==> config.mk <==
export PLATFORM = sky130hd
export DESIGN_NAME = uuid_text_parser
export DESIGN_NICKNAME = d
export VERILOG_FILES = /design/src/uuidp_pkg.sv /design/src/uuid_text_parser.sv /design/src/uuidp_step.sv
export SDC_FILE = /design/constraint.sdc
export NUM_CORES = 1
export LEC_CHECK = 0
export ABC_AREA = 1
export BUFFER_PORTS_ARGS = -buffer_cell sky130_fd_sc_hd__buf_2
export CORE_MARGIN = 1
export CORE_UTILIZATION = 59
export CTS_CLUSTER_SIZE = 16
export DETAILED_ROUTE_END_ITERATION = 8
export PLACE_DENSITY = 0.79
export RECOVER_POWER = 25
export SYNTH_ARGS = -nofsm -noshare
export SYNTH_HDL_FRONTEND = slang
export SYNTH_SLANG_ARGS = --single-unit
export TNS_END_PERCENT = 30
==> constraint.sdc <==
create_clock -name clk_i -period 5.4 [get_ports clk_i]
set_input_delay 1.08 -clock clk_i [delete_from_list [all_inputs] [get_ports clk_i]]
set_output_delay 1.08 -clock clk_i [all_outputs]
set_load 0.02 [all_outputs]
==> src/uuidp_pkg.sv <==
`default_nettype none

package uuidp_pkg;

  localparam logic [5:0] UUID_DIGITS = 6'd32;
  localparam logic [5:0] HALF_DIGITS = 6'd16;

  localparam logic [7:0] CH_OPEN   = 8'h7B;
  localparam logic [7:0] CH_CLOSE  = 8'h7D;
  localparam logic [7:0] CH_HYPHEN = 8'h2D;

  typedef enum logic [2:0] {
    ST_OK           = 3'd0,
    ST_SHORT        = 3'd1,
    ST_BRACE        = 3'd2,
    ST_LEAD_HYPHEN  = 3'd3,
    ST_DOUBLE_HYPHEN = 3'd4,
    ST_BAD_CHAR     = 3'd5,
    ST_FEW_DIGITS   = 3'd6,
    ST_EXTRA        = 3'd7
  } status_e;

  // per-string parse state
  typedef struct packed {
    logic [5:0]  digit_count;
    logic [63:0] high_accum;
    logic [63:0] low_accum;
    logic [5:0]  char_count;
    logic        has_braces;
    logic        at_string_start;
    logic        at_content_start;
    logic        prev_was_hyphen;
    status_e     first_error;
  } state_t;

  localparam state_t RESET_STATE = '{
    digit_count:      6'd0,
    high_accum:       64'd0,
    low_accum:        64'd0,
    char_count:       6'd0,
    has_braces:       1'b0,
    at_string_start:  1'b1,
    at_content_start: 1'b1,
    prev_was_hyphen:  1'b0,
    first_error:      ST_OK
  };

  typedef struct packed {
    logic [63:0] value_high;
    logic [63:0] value_low;
    status_e     status;
  } result_t;

  typedef struct packed {
    logic       valid;
    logic [3:0] nibble;
  } hex_t;

  function automatic hex_t hex_value(logic [7:0] c);
    hex_t h;
    h.valid  = 1'b0;
    h.nibble = 4'd0;
    if (c >= 8'h30 && c <= 8'h39) begin
      h.valid  = 1'b1;
      h.nibble = c[3:0];
    end else if ((c >= 8'h61 && c <= 8'h66) || (c >= 8'h41 && c <= 8'h46)) begin
      // 'a'..'f' and 'A'..'F' share the low nibble 1..6
      h.valid  = 1'b1;
      h.nibble = c[3:0] + 4'd9;
    end
    return h;
  endfunction

endpackage

`default_nettype wire

==> src/uuid_text_parser.sv <==
`default_nettype none

// UUID text parser. Feed the string one byte per request on char_in_i, with
// is_last_i set on the final byte; that byte yields exactly one result: the
// 128-bit value (value_high_o = first 16 hex digits, value_low_o = last 16)
// and status_o (0 ok, 1 short, 2 brace mismatch, 3 leading hyphen, 4 double
// hyphen, 5 bad char, 6 few digits, 7 extra content). Values read zero on
// any error. Throughput is one byte per cycle unless the input stalls:
// each byte goes through an input register, then a single step of
// digit/hyphen/brace logic updates the parse state and, on the last byte,
// loads the result register, which raises out_valid_o. The input side
// stalls only while a last byte sits in the input register and the result
// register still holds an untaken result; ordinary bytes keep flowing.
// Parser state returns to its reset values after every last byte.

module uuid_text_parser
  import uuidp_pkg::*;
(
  input  logic        clk_i,
  input  logic        rst_ni,
  input  logic        in_valid_i,
  output logic        in_stall_o,
  input  logic [7:0]  char_in_i,
  input  logic        is_last_i,
  output logic        out_valid_o,
  input  logic        out_stall_i,
  output logic [63:0] value_high_o,
  output logic [63:0] value_low_o,
  output logic [2:0]  status_o
);

  // input register
  logic       in_valid_q;
  logic [7:0] char_q;
  logic       last_q;

  // parse state and result register
  state_t  state_q, state_d;
  result_t step_res;
  result_t res_q;
  logic    out_valid_q;

  logic out_free;
  logic advance;

  uuidp_step u_step (
    .char_i   (char_q),
    .last_i   (last_q),
    .state_i  (state_q),
    .state_o  (state_d),
    .result_o (step_res)
  );

  // result register can take a new result this cycle
  assign out_free   = !out_valid_q || !out_stall_i;
  // non-last bytes never need the result register
  assign advance    = in_valid_q && (!last_q || out_free);
  assign in_stall_o = in_valid_q && !advance;

  always_ff @(posedge clk_i or negedge rst_ni) begin
    if (!rst_ni) begin
      in_valid_q <= 1'b0;
    end else if (!in_stall_o) begin
      in_valid_q <= in_valid_i;
    end
  end

  always_ff @(posedge clk_i) begin
    if (!in_stall_o) begin
      char_q <= char_in_i;
      last_q <= is_last_i;
    end
  end

  always_ff @(posedge clk_i or negedge rst_ni) begin
    if (!rst_ni) begin
      state_q <= RESET_STATE;
    end else if (advance) begin
      state_q <= state_d;
    end
  end

  always_ff @(posedge clk_i or negedge rst_ni) begin
    if (!rst_ni) begin
      out_valid_q <= 1'b0;
    end else if (out_free) begin
      out_valid_q <= advance && last_q;
    end
  end

  always_ff @(posedge clk_i) begin
    if (out_free && advance && last_q) begin
      res_q <= step_res;
    end
  end

  assign out_valid_o  = out_valid_q;
  assign value_high_o = res_q.value_high;
  assign value_low_o  = res_q.value_low;
  assign status_o     = res_q.status;

endmodule

`default_nettype wire

==> src/uuidp_step.sv <==
`default_nettype none

module uuidp_step
  import uuidp_pkg::*;
(
  input  logic [7:0] char_i,
  input  logic       last_i,
  input  state_t     state_i,
  output state_t     state_o,
  output result_t    result_o
);

  always_comb begin
    state_t  st;
    logic    content;
    logic    first;
    hex_t    hx;
    status_e status;

    st      = state_i;
    content = 1'b1;
    first   = 1'b0;
    hx      = hex_value(char_i);

    if (st.char_count < UUID_DIGITS) begin
      st.char_count = st.char_count + 6'd1;
    end

    if (st.at_string_start) begin
      st.at_string_start = 1'b0;
      if (char_i == CH_OPEN) begin
        st.has_braces = 1'b1;
        content       = 1'b0;
      end
    end
    // closing byte of a braced string is not content
    if (content && last_i && st.has_braces) begin
      content = 1'b0;
    end

    if (content) begin
      first               = st.at_content_start;
      st.at_content_start = 1'b0;
      if (st.first_error == ST_OK) begin
        if (st.digit_count >= UUID_DIGITS) begin
          st.first_error = ST_EXTRA;
        end else if (char_i == CH_HYPHEN) begin
          if (first) begin
            st.first_error = ST_LEAD_HYPHEN;
          end else if (st.prev_was_hyphen) begin
            st.first_error = ST_DOUBLE_HYPHEN;
          end else begin
            st.prev_was_hyphen = 1'b1;
          end
        end else if (!hx.valid) begin
          st.first_error = ST_BAD_CHAR;
        end else begin
          if (st.digit_count < HALF_DIGITS) begin
            st.high_accum = {st.high_accum[59:0], hx.nibble};
          end else begin
            st.low_accum = {st.low_accum[59:0], hx.nibble};
          end
          st.digit_count     = st.digit_count + 6'd1;
          st.prev_was_hyphen = 1'b0;
        end
      end
    end

    if (st.char_count < UUID_DIGITS) begin
      status = ST_SHORT;
    end else if (st.has_braces && char_i != CH_CLOSE) begin
      status = ST_BRACE;
    end else if (st.first_error != ST_OK) begin
      status = st.first_error;
    end else if (st.digit_count < UUID_DIGITS) begin
      status = ST_FEW_DIGITS;
    end else begin
      status = ST_OK;
    end

    result_o.status     = status;
    result_o.value_high = (status == ST_OK) ? st.high_accum : 64'd0;
    result_o.value_low  = (status == ST_OK) ? st.low_accum : 64'd0;

    // a finished string leaves the parser ready for the next one
    state_o = last_i ? RESET_STATE : st;
  end

endmodule

`default_nettype wire

======== After elaboration in Yosys (flattened, before gate mapping) ========
Index checks and enable logic that the tools add are counted.
Widths: inputs -> output; s select.
cells by class
  $add $sub $neg .......................... 3
  magnitude comparators ................... 11
  equality and inequality tests ........... 5
  multiplexer cells ....................... 30
  reductions and logical operators ........ 26
operators with widths
  kind                 number
  $mux 134             5
  $mux 147             1
  $mux 64              2
  $mux 3               8
  $lt 6x6->1 const B   3
  $ge 8x7->1 const B   2
  $le 8x7->1 const B   2
  $mux 5               3
  $add 6x1->6 const B  2
  $logic_and 1x1->1    11
  $eq 8x6->1 const B   1
  $eq 8x7->1 const B   1
  $ge 8x6->1 const B   1
  $le 8x6->1 const B   1
  $mux 4               2
  $ne 8x7->1 const B   1
  $mux 1               7
  $ge 6x6->1 const B   1
  $logic_not 3->1      2
  $lt 6x5->1 const B   1
  $mux 6               1
  $reduce_and 6->1     1
  $reduce_bool 3->1    2
  $add 4x4->4 const B  1
  other kinds (7)      13
word-level totals
  bits in registers ....................... 289
  input port bits ......................... 13
  output and inout bits ................... 133

======== Longest topological paths before layout ========
Gate-level depths: netlist (run 1).
  depth in word-level cells ............... 17
  mapped depth ............................ 18
  depth with buffers taken out ............ 16

======== Modules after synthesis ========
A second synthesis (run 1) with hierarchy kept.
second synthesis, totals
  cell total of the unflattened synthesis .. 1485
  area total of the unflattened synthesis .. 13474.2 µm²
modules (own cells, without submodules)
  module            instances  cells an instance  area an instance (µm²)  sequential area each (µm²)
  uuid_text_parser  1          789                10103.4                 7935.1
  uuidp_step        1          696                3370.7                  0.0

======== Least setup slack after synthesis (run 1) ========
OpenSTA, ideal clock, no wires.
  path kind ............................... input to register
  start ................................... input port out_stall_i
  end ..................................... register res_q (netlist bit status_o[0]) (enable)
  library setup time ...................... 1.273 ns
  arrival time ............................ 4.078 ns
  required time ........................... 4.127 ns
  path slack .............................. 0.049 ns
  stages on the path ...................... 7
  cell sequence ........................... nand2_1 -> inv_1 -> nand2_1 -> nand2_1 -> inv_1 -> nand2_1 -> clkinv_1
on the way
  longest elaborated chain between the ends .. 6
RTL lines
  what                               line                    source
  start: declaration                 uuid_text_parser.sv:26  input logic out_stall_i,
  $logic_not 1->1 *                  uuid_text_parser.sv:55  assign out_free = !out_valid_q || !out_stall_i;
  $logic_or 1x1->1 *                 uuid_text_parser.sv:55
  $logic_or 1x1->1                   uuid_text_parser.sv:57  assign advance = in_valid_q && (!last_q || out_free);
  $logic_and 1x1->1                  uuid_text_parser.sv:57
  $logic_and 1x1->1 * (2 in series)  uuid_text_parser.sv:92  if (out_free && advance && last_q) begin
  end signal: assignment             uuid_text_parser.sv:93  res_q <= step_res;
  end: declaration                   uuid_text_parser.sv:40  result_t res_q;
Mark *: on every way between the ends. The rest lies on a longest branch, timed or not.
A chain may end at the register's enable or synchronous reset.

==> results summary, run 1 <==
The run finished, with violations left. The final reports fail on capacitance limit, slew limit. The peak clock frequency supported by timing came out at between 200 and 300 MHz. The total count of max-transition violations in the final report came out at 112. In this run the tightest slew margin relative to its limit is -0.869. The startpoint of the lowest-slack register-to-register path is char_q[1]. The tree built by TritonCTS fans out to ~290 sinks. The level count of the clock H-tree came out at 1. The synthesis-to-finish area growth came out at 12.9%. Across every metal layer, demand over resource in global routing totals 0.224. The portion of synthesized cell area occupied by the leading cell type is 0.320.

The fraction of layout cells with a size suffix above 1 came out at 0.270. By instance count, the cell type seen most on the critical path is sky130_fd_sc_hd__clkbuf_2. The estimated wirelength of the detail-placed design came out at approximately 16 mm.

The delay of the slowest cell on the worst path is 1.91 ns. The number of gates resized after CTS was 0. For the worst setup path, the data required time is 5.91 ns.

The flip-flop and latch count after synthesis came out at approximately 290. The number of iterations in the first detailed-routing pass came out at 4. The leakage dissipation came out at 0.00639 µW.

The post-route met1 wirelength is roughly 11 mm. The remaining antenna violation count is 0. Traced cell by cell, the critical path runs through clkbuf_2 -> clkbuf_2. The arrival time of data at the critical path endpoint is roughly 4.1 ns. The fraction of the core area covered by cells at the end of the flow came out at 0.680.

In this run the power density over the cells is approximately 340 nW/µm². For this configuration, the core starts out at a cell density of 0.602. The worst hold path depth came out at 2. The weighted congestion reported at the end of routability-driven placement is around 0.86.

Summing over every cut layer, the via total after detailed routing is 8666. Setup violations remaining at the end of the flow were counted as 0. The worst min-delay path class is flip-flop to flip-flop. The total clock buffers created by CTS is 29.

In the final routed layout, each cell accounts on average for 15.8 µm. approximately 150 I/O pins were placed. Measured in cells, the most critical reg-to-reg path has a length of 10. The end point of the most critical hold path is state_q[5]. The register area share after synthesis came out at 0.604. The final critical delay including setup and external delays came out at about 3.6 ns.

Across the routed clock network, the largest skew measured is 0.00996 ns. The maximum number of pins on one net before global-route repair is 112. The net count after synthesis is roughly 1200. In this run the most critical hold path is launched from state_q[5].

The endpoint identified for the worst register-to-register timing path is value_high_o[46]. In the layout the commonest cells are 164 x sky130_fd_sc_hd__nand2_1, 159 x sky130_fd_sc_hd__inv_1, 147 x sky130_fd_sc_hd__dfrtp_1. The core area is between 20000 and 25000 µm².

The number of hold-slack violations in the final timing report is 0. Together, buffers and inverters on the worst path number 2. The final antenna diode count is 0. The maximum fanout along the worst path came out at roughly 110.

In this run the register-to-register setup slack is about 1.9 ns. The tree is rooted in a sky130_fd_sc_hd__clkbuf_16. After the last flow step, the layout net total stands at 1316. The synthesized netlist cell count came out at roughly 1200. The critical path launch point type is a primary input. The final-layout fill cell count is about 1600.

The remaining routing DRC violations came out at 0. The highest metal layer carrying signal wires in the routed design is met4. For this run, the leading register cell type out of synthesis is sky130_fd_sc_hd__dfrtp_1. The maximum buffer depth of the clock tree is 3.

Setup repair after global routing left no endpoint under its margin. The setup path with the least slack is of type primary input to async pin. The met3 routed wirelength came out at ~1.4 mm. The detailed router's first-iteration violation count is roughly 610.

The final wirelength came out at 25.3 mm. The post-route non-filler standard cell count came out at 1598. The most common cell after layout, fill and taps aside is sky130_fd_sc_hd__nand2_1.

The initial antenna violation count is 0. The cell family with the largest share of critical-path delay is buffers and inverters. The worst hold slack is just under 0.5 ns. The via count of the first global-routing pass came out at 8195.

During synthesis, Yosys emitted a total of 0 warnings. The number of rows in the core area came out at between 50 and 60. The tool flagged a number of max-cap violations equal to 1.

The clock-pin slew reported for the worst setup and hold paths after clock tree synthesis came out at roughly 0.060 ns. The met2 routed wirelength came out at roughly 13 mm. Including well taps, the total number of placed cells is between 1500 and 2000. At the pin with the least slew margin, the transition time is about 2.8 ns.

For the worst-skew pair, the clock arrives at the later sink with an insertion delay of 0.54 ns. The mean instance size in the synthesized netlist is about 11 µm². The port buffer count is approximately 150. After synthesis, the cell types taking the most area are sky130_fd_sc_hd__edfxtp_1 32%, sky130_fd_sc_hd__dfrtp_1 28%, sky130_fd_sc_hd__nor2_4 9.6%, sky130_fd_sc_hd__o22ai_1 5.9%, sky130_fd_sc_hd__nand2_1 4.7%. The TritonCTS clock tree is yes. The height of the die is approximately 150 µm. After routing, the total negative slack on setup checks comes to 0 ns. The fraction of synthesis flops using an asynchronous set or reset pin is 0.516. The mapped netlist covers 13100 µm². The kind of end point of the critical path is an async pin.

The largest total area in the synthesized netlist belongs to sky130_fd_sc_hd__edfxtp_1. The maximum vdd drop came out at about 0.00027 V. The largest individual stage delay along the critical path comes from the cell sky130_fd_sc_hd__clkbuf_2. From left edge to right edge, the die measures between 150 and 200 µm.

The hold-fix buffer count after cts came out at 0. The die area is ~23000 µm². Dividing the detail-routed via count by the number of cells gives 5.42. The post-CTS setup buffer count came out at 0. The post-route fraction of the period consumed by the critical path came out at 0.664. The total global routing overflow came out at 0. The count of flip-flops with a built-in enable after synthesis came out at 140. The post-synthesis cell type count came out at 43. The first-pass GRT wire length is between 40 and 50 mm.
[cell usage after synthesis (2+ instances only)]
library cell,number
sky130_fd_sc_hd__mux2i_1,2
sky130_fd_sc_hd__nor2_4,112
sky130_fd_sc_hd__dfstp_2,2
sky130_fd_sc_hd__o22ai_1,123
sky130_fd_sc_hd__a21oi_1,11
sky130_fd_sc_hd__nand4_1,3
sky130_fd_sc_hd__buf_4,3
sky130_fd_sc_hd__nand2_2,9
sky130_fd_sc_hd__inv_2,4
sky130_fd_sc_hd__clkbuf_1,44
sky130_fd_sc_hd__nand2_1,164
sky130_fd_sc_hd__buf_2,9
sky130_fd_sc_hd__nand3_1,9
sky130_fd_sc_hd__o21ai_0,118
sky130_fd_sc_hd__edfxtp_1,140
sky130_fd_sc_hd__a211oi_1,3
sky130_fd_sc_hd__nand3_2,2
sky130_fd_sc_hd__xor2_1,2
sky130_fd_sc_hd__ha_1,7
sky130_fd_sc_hd__nor2_1,30
sky130_fd_sc_hd__nor3_1,2
sky130_fd_sc_hd__inv_1,161
sky130_fd_sc_hd__dfrtp_1,147
sky130_fd_sc_hd__nand4_2,2
sky130_fd_sc_hd__o21ai_1,26
sky130_fd_sc_hd__nor2_2,13
sky130_fd_sc_hd__nand2_4,2
sky130_fd_sc_hd__buf_6,2
sky130_fd_sc_hd__buf_12,11
[state kept, by name, indices dropped and copies added, names as in the netlist]
name,cells
char_q,8
in_valid_q,1
last_q,1
out_valid_o,1
state_q,147
status_o,3
value_high_o,64
value_low_o,64
[worst max path at each step]
stage | startpoint | to | slack [ns] | depth (start not counted)
after detailed placement | out_stall_i | status_o[0] | 1.40 | 9
after CTS | out_stall_i | status_o[0] | 1.94 | 9
after global routing | rst_ni | state_q[78] | 1.16 | 2
after floorplan | out_stall_i | status_o[0] | 0.05 | 7
final | rst_ni | state_q[17] | 1.81 | 2
after global placement | out_stall_i | value_high_o[1] | 1.42 | 9
[through the flow]
stage	total power [µW]	setup slack [ns]	cell area, µm²
6_report	5110	1.81	14800
5_1_grt	5290	1.16	14800
4_1_cts	5140	1.94	14900
3_5_place_dp	3100	1.40	13900
3_3_place_gp	3090	1.42	13900
2_1_floorplan	2950	0.0489	13100
[report_power, final]
group	total, µW	internal (µW)	switching (µW)
sequential	2490	2430	57.3
combinational	577	155	422
clock	2040	1220	822
total	5110	3800	1300
[area by class of cell]
cell class / count / area (µm²) / area share
clock inverters: 9 / 72.6 / 0.00489
multi-input cells: 652 / 4110 / 0.277
clock buffers: 44 / 918 / 0.0619
flip-flops and latches: 289 / 7940 / 0.535
inverters: 166 / 633 / 0.0427
repair buffers: 158 / 813 / 0.0548
well taps: 280 / 350 / 0.0236
[logic make-up (layout without fill, tap and decap cells)]
logic type,count (synthesis),count (layout),synth area share
flip-flops,289,289,0.604
multiplexers,2,2,0.00152
buffers and inverters,236,377,0.0848
AO/OA/AOI/OAI,287,287,0.125
XOR/XNOR,3,3,0.00200
adder cells (fa/ha/maj),7,7,0.00667
AND/OR/NAND/NOR,353,353,0.176
[metal layers]
layer	vias to the layer above	track usage
li1	4214	-
met1	4186	0.309
met5	-	0
met3	31	0.0337
met4	0	0.0520
met2	235	0.373
(Power assumes the default switching activity.)
==> run 2, diff against run 1 <==
- CORE_UTILIZATION: 59 -> 53
- PLACE_DENSITY: 0.79 -> 0.75
- clock period: 5.4 -> 3.1 ns (I/O delays scaled with it)
==> run 2 against run 1 <==
  * The run still ends with capacitance limit, slew limit left
  * Clock skew grew 0.00097 ns
  * First-iteration DRC count grew 11%
  * Sequential cell count is the same
  * Sequential share of layout area shrank 0.98 points
  * Clock power grew 67%
  * Worst hold slack lost 0.23 ns
  * Critical endpoint is now value_high_o[20]
  * Largest power group unchanged
  * Highest routed layer unchanged
==> results summary, run 2 (synthesis results as in run 1) <==
The maximum number of pins on one net before global-route repair came out at 130 (+16%). The total clock buffers created by CTS is 28 (-3.4%). The routed via count is 8693 (+0.31%).

The number of hold-slack violations in the final timing report is 0 (unchanged). The number of ports placed on the die boundary came out at 146 (unchanged). The share of total power in sequential cells is 0.495 (+0.007). The level count of the clock H-tree came out at 1 (unchanged). The area of all sequential standard cells is 7940 µm² (unchanged).

The maximum fanout along the worst path is 20 (-82%). The initial antenna violation count came to 0 (unchanged). The number of iterations in the first detailed-routing pass came out at 5 (+1). The vias per cell came out at 5.25 (-3.3%). The largest clock skew in the final design is 0.0109 ns (+0.000968 ns). The maximum vdd drop came to 0.000359 V (+32%). The remaining antenna violation count is 0 (unchanged).

The final-layout fill cell count came out at 1886 (+17%). The detailed router's first-iteration violation count is 677 (+11%). The arrival time of data at the critical path endpoint came out at 3.15 ns (-0.95 ns). The total global routing overflow is 0 (unchanged).

The count of cells resized by post-cts repair is 0 (unchanged). The synthesis-to-finish area growth came out at 15.0%. The final antenna diode count came to 0 (unchanged).

The number of sinks on the clock net came out at 289 (unchanged). The number of rows in the core area came out at 57 (+5.6%). The power dissipated by switching net loads is 2250 µW (+73%). The worst hold slack came out at 0.251 ns (-0.234 ns). The hold-fix buffer count after cts came to 0 (unchanged). The width of the die is 159 µm (+5.4%). The required time of the critical path is 3.51 ns (-2.40 ns). The post-route non-filler standard cell count came out at 1657 (+3.7%).

The clock-pin slew reported for the worst setup and hold paths after clock tree synthesis is 0.06 ns (about the same). The post-CTS setup buffer count was 0 (unchanged). The remaining routing DRC violations came out at 0 (unchanged). The number of cells after detailed placement is 1605 (+3.9%).

The weighted congestion reported at the end of routability-driven placement came out at 0.846 (-2.0%). The post-detailed-route wirelength per cell is 15.6 µm (-1.6%). TritonCTS built the clock tree. The starting utilization of the core area is 0.540 (-0.0618). The final reports fail on capacitance limit, slew limit. The height of the die came to 159 µm (+5.4%). The fraction of layout cells with a size suffix above 1 was 0.271 (+0.000711). The maximum buffer depth of the clock tree is 3 (unchanged). In the layout the commonest cells are 164 x sky130_fd_sc_hd__nand2_1, 159 x sky130_fd_sc_hd__inv_1, 147 x sky130_fd_sc_hd__dfrtp_1.

The number of flip-flops in the largest register is 147 (unchanged). The final critical delay including setup and external delays came out at 2.74 ns. The proportion of total power due to net switching is 0.257 (+0.00219). The critical path launch point type is a flip-flop. The total count of max-transition violations in the final report came to 49 (-56%). The cell-internal power came out at 6520 µW (+71%).

The count of endpoints failing setup in the final report is 0 (unchanged). The transition time at the pin with the least slew margin is 2.42 ns (-0.386 ns). The total area of multi-input combinational cells is 4120 µm² (+0.15%). The tree is rooted in a sky130_fd_sc_hd__clkbuf_16. The critical path is of the flip-flop to flip-flop type. The logic gate share of total power came out at 0.118 (+0.005). The estimated wirelength of the detail-placed design was 16.5 mm (+4.8%). The worst slack after detailed placement is 0.339 ns (-1.06 ns). The setup TNS came out at 0 ns (unchanged). The via count of the first global-routing pass was 8471 (+3.4%). The leakage dissipation is 0.00649 µW (+1.5%).

The post-route fraction of the period consumed by the critical path is 0.885. The part of the total power dissipated in the clock network is 0.387 (-0.012). Setup repair after global routing left no endpoint under its margin. The final worst-path setup slack is 0.357 ns (-1.46 ns). The die area was 25400 µm² (+11%). The most common cell after layout, fill and taps aside is sky130_fd_sc_hd__nand2_1. Timing would allow up to approximately 360 MHz. The worst min-delay path class is primary input to flip-flop.

The relative slew slack is -0.612 (+0.257). The register with the most flip-flops in the final layout is state_q. The final layout net count is 1331 (+1.1%). The power density relative to cell area came to 581 nW/µm² (+69%). The core area is 24300 µm² (+11%). The final wirelength is 25.8 mm (+2.1%). The run finished, with violations left. The worst setup path is captured at a flip-flop.

The port buffer count was 145 (unchanged). The count of maximum capacitance violations was 1 (unchanged). The first-pass GRT wire length came to 43.0 mm (+6.3%). The source-to-sink clock delay at the later pin of the worst-skew pair is 0.55 ns (about the same). The global-route usage over all layers is 0.207 (-0.0163).
run 2: cell count changes in the layout (fill, tap and decap cells not counted), sizes merged:
cell           delta
buf              +16
clkbuf            -5
inv               -4
clkinv            +3
bufinv            +2
clkinvlp          +2
clkdlybuf4s25     +1
run 2: power groups by stage:
stage                     logic, µW  registers (µW)  clock network (µW)
after floorplan                 645            4490                   0
after global placement         1010            4410                   0
after detailed placement       1030            4410                   0
after CTS                      1040            4340                3480
after global routing           1150            4360                3600
final                          1040            4340                3400
run 2: final timing paths:
path | start | endpoint | slack (ns) | cells after the start
max | char_q[1] | value_high_o[20] | 0.36 | 16
min | is_last_i | last_q | 0.25 | 1
max reg2reg | char_q[1] | value_high_o[20] | 0.36 | 16
min reg2reg | state_q[5] | state_q[5] | 0.48 | 2
max in group asynchronous | rst_ni | state_q[5] | 0.63 | 2
min in group asynchronous | rst_ni | state_q[73] | 1.01 | 1
run 2: final cells by class:
cell class                 count  share of cell area
clock buffer                  40              0.0513
clock inverter                12             0.00961
inverter                     166              0.0418
multi-input combinational    652               0.272
sequential                   289               0.525
tap                          324              0.0268
timing repair buffer         174              0.0728
run 2: per-layer routing:
metal / up-vias / track usage / part of all wire
met2: 232 / 0.345 / 0.49
met3: 46 / 0.0263 / 0.052
met4: 0 / 0.0594 / 0.019
met5: - / 0 / 0
li1: 4236 / - / -
met1: 4179 / 0.287 / 0.44
run 2: worst max-delay path: stages, from the launching register on:
cell and delay [ns]:
sky130_fd_sc_hd__edfxtp_1 0.42, sky130_fd_sc_hd__inv_1 0.14, sky130_fd_sc_hd__ha_1 0.19, sky130_fd_sc_hd__inv_1 0.08, sky130_fd_sc_hd__nand3_1 0.10, sky130_fd_sc_hd__nand4_2 0.14, sky130_fd_sc_hd__nand2_4 0.15, sky130_fd_sc_hd__nand2_1 0.06
sky130_fd_sc_hd__o21ai_1 0.20, sky130_fd_sc_hd__nor2_2 0.08, sky130_fd_sc_hd__nand2_4 0.07, sky130_fd_sc_hd__nand2_2 0.05, sky130_fd_sc_hd__nor2_2 0.18, sky130_fd_sc_hd__nand2_8 0.22, sky130_fd_sc_hd__buf_12 0.25, sky130_fd_sc_hd__buf_12 0.16
sky130_fd_sc_hd__nor2_1 0.08
run 2: metrics by stage:
stage / total power [µW] / utilization / instance area, µm²
global route: 9110 / 0.621 / 15100
global placement: 5410 / 0.584 / 14200
floorplan: 5130 / - / 13100
finish: 8770 / 0.621 / 15100
CTS: 8860 / 0.622 / 15100
detailed placement: 5450 / 0.584 / 14200
